===== src/design/arc_pkg.sv =====
package arc_pkg;

  localparam int CHAR_W      = 8;
  localparam int BASE_W      = 6;
  localparam int BASE_MIN    = 2;
  localparam int BASE_MAX    = 36;
  localparam int DEC_DIGITS  = 10;
  localparam int BUF_DEPTH   = 64;
  localparam int BUF_AW      = 6;
  localparam int CNT_W       = 7;
  localparam int MAX_DIGITS  = BUF_DEPTH - 1;
  localparam int CMDQ_DEPTH  = 2;
  localparam int CFG_AW      = 3;
  localparam int CFG_DW      = 32;
  localparam int CFG_IDX_BIT = 2;

  localparam logic REG_SRC_BASE = 1'b0;
  localparam logic REG_TGT_BASE = 1'b1;

  localparam logic [CHAR_W-1:0] CH_0     = 8'h30;
  localparam logic [CHAR_W-1:0] CH_9     = 8'h39;
  localparam logic [CHAR_W-1:0] CH_UA    = 8'h41;
  localparam logic [CHAR_W-1:0] CH_UZ    = 8'h5A;
  localparam logic [CHAR_W-1:0] CH_LA    = 8'h61;
  localparam logic [CHAR_W-1:0] CH_LZ    = 8'h7A;
  localparam logic [CHAR_W-1:0] CH_PLUS  = 8'h2B;
  localparam logic [CHAR_W-1:0] CH_MINUS = 8'h2D;
  localparam logic [CHAR_W-1:0] CH_NUL   = 8'h00;

  typedef enum logic [1:0] {
    ST_OK       = 2'd0,
    ST_INVALID  = 2'd1,
    ST_RANGE    = 2'd2,
    ST_OVERFLOW = 2'd3
  } status_t;

  typedef enum logic [1:0] {
    CMD_ECHO  = 2'd0,
    CMD_SIGN  = 2'd1,
    CMD_DIGIT = 2'd2
  } cmd_kind_t;

  typedef enum logic [3:0] {
    BK_IDLE,
    BK_EXEC,
    BK_ACC,
    BK_END,
    BK_DIV,
    BK_NEXT,
    BK_SIGN,
    BK_RD,
    BK_EMIT
  } back_state_t;

  typedef struct packed {
    logic [CHAR_W-1:0] char_in;
    logic              last_in;
  } in_item_t;

  typedef struct packed {
    logic [CHAR_W-1:0] char_out;
    status_t           status;
    logic              last_out;
  } out_item_t;

  typedef struct packed {
    cmd_kind_t         kind;
    logic [CHAR_W-1:0] chr;
    logic [BASE_W-1:0] digit;
    status_t           code;
    logic              last;
  } cmd_t;

  function automatic logic [BASE_W-1:0] eff_base(input logic [BASE_W-1:0] v);
    if (v < BASE_W'(BASE_MIN)) return BASE_W'(BASE_MIN);
    if (v > BASE_W'(BASE_MAX)) return BASE_W'(BASE_MAX);
    return v;
  endfunction

  function automatic logic is_digit(input logic [CHAR_W-1:0] c);
    return (c >= CH_0 && c <= CH_9) || (c >= CH_UA && c <= CH_UZ) ||
           (c >= CH_LA && c <= CH_LZ);
  endfunction

  function automatic logic [BASE_W-1:0] char_value(input logic [CHAR_W-1:0] c);
    logic [CHAR_W-1:0] v;
    if (c >= CH_0 && c <= CH_9) begin
      v = c - CH_0;
    end else if (c >= CH_UA && c <= CH_UZ) begin
      v = c - CH_UA + CHAR_W'(DEC_DIGITS);
    end else begin
      v = c - CH_LA + CHAR_W'(DEC_DIGITS);
    end
    return v[BASE_W-1:0];
  endfunction

  function automatic logic [CHAR_W-1:0] digit_char(input logic [BASE_W-1:0] d);
    logic [CHAR_W-1:0] dx;
    dx = {{(CHAR_W-BASE_W){1'b0}}, d};
    if (d < BASE_W'(DEC_DIGITS)) return CH_0 + dx;
    return CH_UA + dx - CHAR_W'(DEC_DIGITS);
  endfunction

endpackage


===== src/design/ascii_radix_converter.sv =====
// Streaming radix converter: feed a signed ASCII numeral one character per
// request (optional leading '+' or '-', digits 0-9/A-Z/a-z), mark the final
// character with last_in, and the block returns the value in the target base
// with uppercase digits, most significant first, or a single error result
// (invalid character, digit beyond the base, overflow) with char_out zero.
// When the two bases are equal (out-of-range bases clamp to 2..36) every
// character comes straight back. A two-entry command queue separates the
// classifier from the execution engine, so the input keeps taking characters
// while results are still waiting. Timing: in the engine an echoed
// character passes through EXEC, a digit also through ACC for the registered
// multiply-add of the accumulator; on the final character each output digit
// is produced by the divider, which retires eight quotient bits per cycle,
// then read back from the digit buffer and presented. The digit buffer needs
// no clearing after reset.
module ascii_radix_converter #(
  parameter int VALUE_BITS = 63
) (
  input  logic                        clk,
  input  logic                        rst_n,
  input  logic                        in_push,
  output logic                        in_full,
  input  arc_pkg::in_item_t           in_data,
  output logic                        out_empty,
  input  logic                        out_pop,
  output arc_pkg::out_item_t          out_data,
  input  logic                        cfg_psel,
  input  logic                        cfg_penable,
  input  logic                        cfg_pwrite,
  input  logic [arc_pkg::CFG_AW-1:0]  cfg_paddr,
  input  logic [arc_pkg::CFG_DW-1:0]  cfg_pwdata,
  output logic [arc_pkg::CFG_DW-1:0]  cfg_prdata,
  output logic                        cfg_pready
);

  logic [arc_pkg::BASE_W-1:0] src_base_r;
  logic [arc_pkg::BASE_W-1:0] tgt_base_r;
  logic [arc_pkg::BASE_W-1:0] src_eff;
  logic [arc_pkg::BASE_W-1:0] tgt_eff;
  logic                       cfg_wr;
  logic                       reg_idx;
  logic                       accept;
  arc_pkg::cmd_t              front_cmd;
  arc_pkg::cmd_t              q_data;
  logic                       q_empty;
  logic                       q_pop;

  assign cfg_pready = 1'b1;
  assign reg_idx    = cfg_paddr[arc_pkg::CFG_IDX_BIT];
  assign cfg_wr     = cfg_psel && cfg_penable && cfg_pwrite && cfg_pready;
  assign cfg_prdata = (reg_idx == arc_pkg::REG_TGT_BASE) ?
                      arc_pkg::CFG_DW'(tgt_base_r) : arc_pkg::CFG_DW'(src_base_r);
  assign src_eff    = arc_pkg::eff_base(src_base_r);
  assign tgt_eff    = arc_pkg::eff_base(tgt_base_r);
  assign accept     = in_push && !in_full;

  always_ff @(posedge clk) begin
    if (!rst_n) begin
      src_base_r <= arc_pkg::BASE_W'(10);
      tgt_base_r <= arc_pkg::BASE_W'(10);
    end else if (cfg_wr) begin
      if (reg_idx == arc_pkg::REG_SRC_BASE) begin
        src_base_r <= cfg_pwdata[arc_pkg::BASE_W-1:0];
      end else begin
        tgt_base_r <= cfg_pwdata[arc_pkg::BASE_W-1:0];
      end
    end
  end

  arc_front u_front (
    .clk      (clk),
    .rst_n    (rst_n),
    .accept   (accept),
    .item     (in_data),
    .src_base (src_eff),
    .tgt_base (tgt_eff),
    .cmd      (front_cmd)
  );

  arc_cmd_fifo u_cmdq (
    .clk   (clk),
    .rst_n (rst_n),
    .push  (in_push),
    .wdata (front_cmd),
    .full  (in_full),
    .pop   (q_pop),
    .rdata (q_data),
    .empty (q_empty)
  );

  arc_back #(
    .VALUE_BITS (VALUE_BITS)
  ) u_back (
    .clk       (clk),
    .rst_n     (rst_n),
    .q_empty   (q_empty),
    .q_data    (q_data),
    .q_pop     (q_pop),
    .src_base  (src_eff),
    .tgt_base  (tgt_eff),
    .out_empty (out_empty),
    .out_pop   (out_pop),
    .out_data  (out_data)
  );

endmodule


===== src/design/arc_front.sv =====
module arc_front (
  input  logic                           clk,
  input  logic                           rst_n,
  input  logic                           accept,
  input  arc_pkg::in_item_t              item,
  input  logic [arc_pkg::BASE_W-1:0]     src_base,
  input  logic [arc_pkg::BASE_W-1:0]     tgt_base,
  output arc_pkg::cmd_t                  cmd
);

  logic first_r;
  logic first_nxt;
  logic echo;
  logic is_sign;

  assign echo    = (src_base == tgt_base);
  assign is_sign = (item.char_in == arc_pkg::CH_PLUS) || (item.char_in == arc_pkg::CH_MINUS);

  always_comb begin
    cmd.chr   = item.char_in;
    cmd.last  = item.last_in;
    cmd.digit = arc_pkg::char_value(item.char_in);
    cmd.code  = arc_pkg::ST_OK;
    first_nxt = first_r;
    if (echo) begin
      cmd.kind = arc_pkg::CMD_ECHO;
      if (item.last_in) first_nxt = 1'b1;
    end else begin
      first_nxt = item.last_in;
      if (first_r && is_sign) begin
        cmd.kind = arc_pkg::CMD_SIGN;
      end else begin
        cmd.kind = arc_pkg::CMD_DIGIT;
        if (!arc_pkg::is_digit(item.char_in)) begin
          cmd.code = arc_pkg::ST_INVALID;
        end else if (cmd.digit >= src_base) begin
          cmd.code = arc_pkg::ST_RANGE;
        end
      end
    end
  end

  always_ff @(posedge clk) begin
    if (!rst_n) begin
      first_r <= 1'b1;
    end else if (accept) begin
      first_r <= first_nxt;
    end
  end

endmodule


===== src/design/arc_cmd_fifo.sv =====
module arc_cmd_fifo (
  input  logic          clk,
  input  logic          rst_n,
  input  logic          push,
  input  arc_pkg::cmd_t wdata,
  output logic          full,
  input  logic          pop,
  output arc_pkg::cmd_t rdata,
  output logic          empty
);

  localparam int AW = $clog2(arc_pkg::CMDQ_DEPTH);

  arc_pkg::cmd_t  slots_r [arc_pkg::CMDQ_DEPTH];
  logic [AW-1:0]  wptr_r;
  logic [AW-1:0]  rptr_r;
  logic [AW:0]    cnt_r;
  logic           do_push;
  logic           do_pop;

  assign full    = (cnt_r == (AW+1)'(arc_pkg::CMDQ_DEPTH));
  assign empty   = (cnt_r == '0);
  assign do_push = push && !full;
  assign do_pop  = pop && !empty;
  assign rdata   = slots_r[rptr_r];

  always_ff @(posedge clk) begin
    if (do_push) slots_r[wptr_r] <= wdata;
  end

  always_ff @(posedge clk) begin
    if (!rst_n) begin
      wptr_r <= '0;
      rptr_r <= '0;
      cnt_r  <= '0;
    end else begin
      if (do_push) wptr_r <= wptr_r + 1'b1;
      if (do_pop)  rptr_r <= rptr_r + 1'b1;
      case ({do_push, do_pop})
        2'b10:   cnt_r <= cnt_r + 1'b1;
        2'b01:   cnt_r <= cnt_r - 1'b1;
        default: cnt_r <= cnt_r;
      endcase
    end
  end

endmodule


===== src/design/arc_back.sv =====
module arc_back #(
  parameter int VALUE_BITS = 63
) (
  input  logic                       clk,
  input  logic                       rst_n,
  input  logic                       q_empty,
  input  arc_pkg::cmd_t              q_data,
  output logic                       q_pop,
  input  logic [arc_pkg::BASE_W-1:0] src_base,
  input  logic [arc_pkg::BASE_W-1:0] tgt_base,
  output logic                       out_empty,
  input  logic                       out_pop,
  output arc_pkg::out_item_t         out_data
);

  localparam int BW = arc_pkg::BASE_W;
  localparam int PW = VALUE_BITS + BW;
  localparam int ND = (VALUE_BITS + 7) / 8;
  localparam int DW = ND * 8;
  localparam int SW = $clog2(ND + 1);

  arc_pkg::back_state_t state_r, state_nxt;
  arc_pkg::cmd_t        cur_r, cur_nxt;
  logic [VALUE_BITS-1:0] mag_r, mag_nxt;
  logic                  neg_r, neg_nxt;
  arc_pkg::status_t      err_r, err_nxt;
  logic [PW-1:0]         prod_r, prod_nxt;
  logic [DW-1:0]         dv_r, dv_nxt;
  logic [BW-1:0]         rem_r, rem_nxt;
  logic [SW-1:0]         step_r, step_nxt;
  logic [arc_pkg::CNT_W-1:0] cnt_r, cnt_nxt;
  logic [BW-1:0]         rd_r;
  logic                  out_vld_r, out_vld_nxt;
  arc_pkg::out_item_t    out_r, out_nxt;

  logic [BW-1:0]         dbuf [arc_pkg::BUF_DEPTH];
  logic                  mem_we;
  logic                  mem_re;
  logic [arc_pkg::CNT_W-1:0]  cnt_dec;
  logic [arc_pkg::BUF_AW-1:0] rd_addr;
  logic                  slot_free;
  logic                  out_load;
  logic [PW-1:0]         mac;
  logic [BW-1:0]         dv_rem;
  logic [7:0]            dv_q;

  assign slot_free = !out_vld_r || out_pop;
  assign out_empty = !out_vld_r;
  assign out_data  = out_r;
  assign cnt_dec   = cnt_r - arc_pkg::CNT_W'(1);
  assign rd_addr   = cnt_dec[arc_pkg::BUF_AW-1:0];
  assign mac       = PW'(mag_r) * PW'(src_base) + PW'(cur_r.digit);

  // one byte of restoring division by the target base
  always_comb begin : div_byte
    logic [BW:0]   t;
    logic [BW-1:0] r;
    r    = rem_r;
    dv_q = '0;
    for (int i = 0; i < 8; i++) begin
      t = {r, dv_r[DW-1-i]};
      if (t >= {1'b0, tgt_base}) begin
        t = t - {1'b0, tgt_base};
        dv_q[7-i] = 1'b1;
      end
      r = t[BW-1:0];
    end
    dv_rem = r;
  end

  always_comb begin
    state_nxt = state_r;
    cur_nxt   = cur_r;
    mag_nxt   = mag_r;
    neg_nxt   = neg_r;
    err_nxt   = err_r;
    prod_nxt  = prod_r;
    dv_nxt    = dv_r;
    rem_nxt   = rem_r;
    step_nxt  = step_r;
    cnt_nxt   = cnt_r;
    out_nxt   = out_r;
    out_load  = 1'b0;
    q_pop     = 1'b0;
    mem_we    = 1'b0;
    mem_re    = 1'b0;

    case (state_r)
      arc_pkg::BK_IDLE: begin
        if (!q_empty) begin
          q_pop     = 1'b1;
          cur_nxt   = q_data;
          state_nxt = arc_pkg::BK_EXEC;
        end
      end
      arc_pkg::BK_EXEC: begin
        case (cur_r.kind)
          arc_pkg::CMD_ECHO: begin
            if (slot_free) begin
              out_load  = 1'b1;
              out_nxt   = '{char_out: cur_r.chr, status: arc_pkg::ST_OK,
                            last_out: cur_r.last};
              state_nxt = arc_pkg::BK_IDLE;
              if (cur_r.last) begin
                mag_nxt = '0;
                neg_nxt = 1'b0;
                err_nxt = arc_pkg::ST_OK;
              end
            end
          end
          arc_pkg::CMD_SIGN: begin
            if (err_r == arc_pkg::ST_OK) neg_nxt = (cur_r.chr == arc_pkg::CH_MINUS);
            state_nxt = cur_r.last ? arc_pkg::BK_END : arc_pkg::BK_IDLE;
          end
          arc_pkg::CMD_DIGIT: begin
            if (err_r != arc_pkg::ST_OK) begin
              state_nxt = cur_r.last ? arc_pkg::BK_END : arc_pkg::BK_IDLE;
            end else if (cur_r.code != arc_pkg::ST_OK) begin
              err_nxt   = cur_r.code;
              state_nxt = cur_r.last ? arc_pkg::BK_END : arc_pkg::BK_IDLE;
            end else begin
              prod_nxt  = mac;
              state_nxt = arc_pkg::BK_ACC;
            end
          end
          default: state_nxt = arc_pkg::BK_IDLE;
        endcase
      end
      arc_pkg::BK_ACC: begin
        if (|prod_r[PW-1:VALUE_BITS]) begin
          err_nxt = arc_pkg::ST_OVERFLOW;
        end else begin
          mag_nxt = prod_r[VALUE_BITS-1:0];
        end
        state_nxt = cur_r.last ? arc_pkg::BK_END : arc_pkg::BK_IDLE;
      end
      arc_pkg::BK_END: begin
        if (err_r != arc_pkg::ST_OK) begin
          if (slot_free) begin
            out_load  = 1'b1;
            out_nxt   = '{char_out: arc_pkg::CH_NUL, status: err_r, last_out: 1'b1};
            mag_nxt   = '0;
            neg_nxt   = 1'b0;
            err_nxt   = arc_pkg::ST_OK;
            state_nxt = arc_pkg::BK_IDLE;
          end
        end else begin
          dv_nxt    = DW'(mag_r);
          cnt_nxt   = '0;
          rem_nxt   = '0;
          step_nxt  = '0;
          state_nxt = arc_pkg::BK_DIV;
        end
      end
      arc_pkg::BK_DIV: begin
        dv_nxt   = (dv_r << 8) | DW'(dv_q);
        rem_nxt  = dv_rem;
        step_nxt = step_r + 1'b1;
        if (step_r == SW'(ND - 1)) begin
          mem_we    = 1'b1;
          cnt_nxt   = cnt_r + 1'b1;
          rem_nxt   = '0;
          step_nxt  = '0;
          state_nxt = arc_pkg::BK_NEXT;
        end
      end
      arc_pkg::BK_NEXT: begin
        if (dv_r != '0 && cnt_r < arc_pkg::CNT_W'(arc_pkg::MAX_DIGITS)) begin
          state_nxt = arc_pkg::BK_DIV;
        end else begin
          state_nxt = arc_pkg::BK_SIGN;
        end
      end
      arc_pkg::BK_SIGN: begin
        if (neg_r && mag_r != '0) begin
          if (slot_free) begin
            out_load  = 1'b1;
            out_nxt   = '{char_out: arc_pkg::CH_MINUS, status: arc_pkg::ST_OK,
                          last_out: 1'b0};
            state_nxt = arc_pkg::BK_RD;
          end
        end else begin
          state_nxt = arc_pkg::BK_RD;
        end
      end
      arc_pkg::BK_RD: begin
        mem_re    = 1'b1;
        cnt_nxt   = cnt_dec;
        state_nxt = arc_pkg::BK_EMIT;
      end
      arc_pkg::BK_EMIT: begin
        if (slot_free) begin
          out_load = 1'b1;
          out_nxt  = '{char_out: arc_pkg::digit_char(rd_r), status: arc_pkg::ST_OK,
                       last_out: (cnt_r == '0)};
          if (cnt_r == '0) begin
            mag_nxt   = '0;
            neg_nxt   = 1'b0;
            err_nxt   = arc_pkg::ST_OK;
            state_nxt = arc_pkg::BK_IDLE;
          end else begin
            state_nxt = arc_pkg::BK_RD;
          end
        end
      end
      default: state_nxt = arc_pkg::BK_IDLE;
    endcase

    if (out_load) begin
      out_vld_nxt = 1'b1;
    end else if (out_pop) begin
      out_vld_nxt = 1'b0;
    end else begin
      out_vld_nxt = out_vld_r;
    end
  end

  // digits land least significant first; read back from the top down
  always_ff @(posedge clk) begin
    if (mem_we) dbuf[cnt_r[arc_pkg::BUF_AW-1:0]] <= dv_rem;
  end

  always_ff @(posedge clk) begin
    if (mem_re) rd_r <= dbuf[rd_addr];
  end

  always_ff @(posedge clk) begin
    if (!rst_n) begin
      state_r   <= arc_pkg::BK_IDLE;
      mag_r     <= '0;
      neg_r     <= 1'b0;
      err_r     <= arc_pkg::ST_OK;
      cnt_r     <= '0;
      out_vld_r <= 1'b0;
    end else begin
      state_r   <= state_nxt;
      mag_r     <= mag_nxt;
      neg_r     <= neg_nxt;
      err_r     <= err_nxt;
      cnt_r     <= cnt_nxt;
      out_vld_r <= out_vld_nxt;
    end
  end

  always_ff @(posedge clk) begin
    cur_r  <= cur_nxt;
    prod_r <= prod_nxt;
    dv_r   <= dv_nxt;
    rem_r  <= rem_nxt;
    step_r <= step_nxt;
    out_r  <= out_nxt;
  end

endmodule


===== config.mk =====
export PLATFORM = sky130hd
export DESIGN_NAME = ascii_radix_converter
export DESIGN_NICKNAME = d
export VERILOG_FILES = /design/src/design/arc_pkg.sv /design/src/design/ascii_radix_converter.sv /design/src/design/arc_front.sv /design/src/design/arc_cmd_fifo.sv /design/src/design/arc_back.sv
export SDC_FILE = /design/constraint.sdc
export NUM_CORES = 2
export LEC_CHECK = 0
export BUFFER_PORTS_ARGS = -buffer_cell sky130_fd_sc_hd__buf_2
export CAP_MARGIN = 5
export CORE_MARGIN = 2
export CORE_UTILIZATION = 58
export CTS_CLUSTER_DIAMETER = 80
export DETAILED_ROUTE_END_ITERATION = 6
export GPL_TIMING_DRIVEN = 0
export PLACE_DENSITY_LB_ADDON = 0.12
export SLEW_MARGIN = 25
export SYNTH_ARGS = -nofsm -noshare
export SYNTH_HDL_FRONTEND = slang
export SYNTH_SLANG_ARGS = --single-unit
export TNS_END_PERCENT = 1

===== constraint.sdc =====
create_clock -name clk -period 16.8 [get_ports clk]
set_input_delay 3.36 -clock clk [delete_from_list [all_inputs] [get_ports clk]]
set_output_delay 3.36 -clock clk [all_outputs]
set_load 0.05 [all_outputs]

==> flow_metrics.tcl <==
set metrics [dict create \
    status "finished clean" \
    fin_crit_ns 16.05 \
    htree_levels 3 \
    grt_pass1_wl_um 172400 \
    cts_tree "done" \
    ctsLongestPathBuffers 3 \
    post-route-period-util_pct 95.55 \
    max_freq_mhz 62.30 \
    ys_types 93 \
    cts_buffers 77 \
    setup_violations 0 \
    routed_wl_um 111900 \
    holdBufCountCts 0 \
    ant_nets 0 \
    place.port_buffers 39 \
    io_pins 97 \
    seqCellArea_mm2 0.01996 \
    synthArstFlopShare_pct 0 \
    clock-sinks 696 \
    clockRootBuffer "clkbuf_16" \
    netlist_area_mm2 0.04333 \
    setup_ws_ns 0.7482 \
    hpwl_um 77310 \
    nFillCells 5638 \
    globalRouteOverflowTotal 0 \
    synth_edf_count 601 \
    end_kind "flop" \
    tightest_slew_ns 1.018 \
    relSlewSlack_pct 31.91 \
    drtIter0Drc 2653 \
    wl_per_cell_um 22.26 \
    vias 29890 \
    required_ns 17.14 \
    whs_ns 0.5265 \
    critPathArrivalTime_ns 16.39 \
    synth_top_area_share_pct 41.65 \
    die_h_um 277.3 \
    final_layout_size_suffix_gt1_share_pct 12.68 \
    drtPass1Iterations 6 \
    slew_violations 0 \
    final_cell_mix "nand2_1 (715), edfxtp_1 (601), inv_1 (294), fa_1 (256), ha_1 (212)" \
    finClkSkew_ns 0.04528 \
    cap_violations 0 \
    cp_slowest_cell "fa_1" \
    syn_to_final_growth_pct 12.49 \
    layout_commonest_cell "nand2_1" \
    max_stage_delay_ns 0.43 \
    die_w_um 277.3 \
    fin_area_mm2 0.04874 \
    preCtsSetupSlack_ns -2.979 \
    multi_input_area_mm2 0.02195 \
    synth-seq-cells 696 \
    synth.yosys.seq_area_share_pct 46.04 \
    start_kind "flop" \
    gp_congestion 0.8781 \
    setup_tns_ns 0 \
    ys_warn_count 0 \
    clk_pin_slew_worst_paths_ns 0.06 \
    rows 100 \
    drc 0 \
    cp_common_cell "a21o_1" \
    clock_latency_ns 0.66 \
    netlist_instances 3774 \
    critPathMaxFanout 32 \
    antenna_found_initial 2 \
    hold_viol_final 0 \
    worst-setup-path-type "flop to flop" \
    netlist_top_cells_area "edfxtp_1 (42%), fa_1 (12%), mux4_2 (6.2%), nand2_1 (6.2%), ha_1 (6.2%)" \
    hold_path.class "flop to flop" \
    coreArea_mm2 0.07420 \
    grt_max_degree 65 \
    die_area_mm2 0.07691 \
    grt_usage_pct 29.11 \
    start_util_pct 58.40 \
    ys.flop_type "edfxtp_1" \
    fin_nets 4512 \
    syn_area_per_cell_um2 11.48 \
    placed_area_mm2 0.04515 \
    vias_per_cell 5.949 \
    yosys.area.top_type "edfxtp_1" \
    grt_pass1_vias 29610 \
]
path summary, 6_finish.rpt:
path,endpoint,depth (start not counted),slack [ns],start
worst max-delay path,u_back.dbuf[34][0],79,0.75,tgt_base_r[3]
worst min-delay path,u_back.mag_r[54],2,0.53,u_back.prod_r[54]
worst max register to register,u_back.dbuf[34][0],79,0.75,tgt_base_r[3]
worst min register to register,u_back.mag_r[54],2,0.53,u_back.prod_r[54]
worst max-delay path: cells and delay by family, from the launching register on:
family | cells | cell delay, ns
compound gates | 31 | 6.07
simple gates | 20 | 2.94
fa+ha+maj | 9 | 2.65
buf+inv | 12 | 1.74
mux | 6 | 1.72
flops | 1 | 0.39
xor+xnor | 1 | 0.17
synthesized netlist by cell type, types with 4 or more instances:
cell and n:
nor3_1 34, inv_1 297, and4_1 9, a31oi_1 17, nor4_1 38, a211o_1 4, a21boi_0 72, xor2_1 32
nand4_1 21, or2_2 7, nor3b_1 5, xnor2_1 79, mux2_4 4, and2_1 28, nand2_1 720, o31ai_1 5
nand2b_1 26, o211ai_1 9, nor2b_1 47, o21bai_1 13, a221oi_1 5, o21a_1 15, o211a_1 5, or3_1 6
nand3_1 105, nor2_1 159, a211oi_1 14, buf_1 57, and3_1 29, mux2i_1 28, a21oi_1 126, buf_4 28
o21ai_0 88, a21o_1 67, fa_1 256, mux4_2 120, clkbuf_1 160, a221o_1 5, o21ai_1 10, ha_1 214
edfxtp_1 601, dfxtp_1 95, mux2_2 35, o31a_1 7
state kept, by name (all words and copies together) (netlist names), 7 cells and up:
register	flops
u_back.mag_r	63
u_back.dbuf	384
u_back.cnt_r	7
u_back.out_data	11
u_back.cur_r	19
u_back.prod_r	69
u_back.dv_r	64
u_cmdq.slots_r	38
cell families (layout without fill, tap and decap cells):
family / count (synthesis) / count (layout) / share of synthesized area [%]
fa+ha+maj: 472 / 472 / 18.05
mux: 190 / 190 / 8.022
simple gates: 1250 / 1267 / 12.77
compound gates: 507 / 507 / 7.840
buf+inv: 546 / 784 / 5.013
flops: 696 / 696 / 46.04
xor+xnor: 111 / 111 / 2.244
other cells: 2 / 29 / 0.01733
through the flow:
stage | util [%] | instances
6_report | 65.69 | 5025
5_1_grt | 65.68 | 5023
4_1_cts | 65.03 | 4994
3_5_place_dp | 60.85 | 4824
3_3_place_gp | 60.42 | 4807
2_1_floorplan | - | 3799
area by class of cell:
cell class | count | share of cell area, %
Antenna cell | 2 | 0.01027
Buffer | 249 | 2.200
Clock buffer | 99 | 4.269
Clock inverter | 43 | 1.035
Inverter | 297 | 2.310
Multi-Input combinational cell | 2574 | 45.04
Sequential cell | 696 | 40.95
Tap cell | 969 | 2.488
Timing Repair Buffer | 96 | 1.702
routing by layer:
metal  part of all wire (%)  track usage (%)  wire length (um)
met1                     42            40.47             46790
met3                    7.1            4.430              7946
met5                      0                0                 0
met2                     48            47.67             53420
met4                    3.3            8.974              3692
what timing repair did:
item,CTS,global route
gates cloned,14,5
pin swaps,15,24
setup buffers,14,24
gates resized for setup,57,46
setup endpoints to repair,392,391
Power is not shown: default switching activity piles up to over one toggle a cycle in this logic, so the estimate is an artifact.
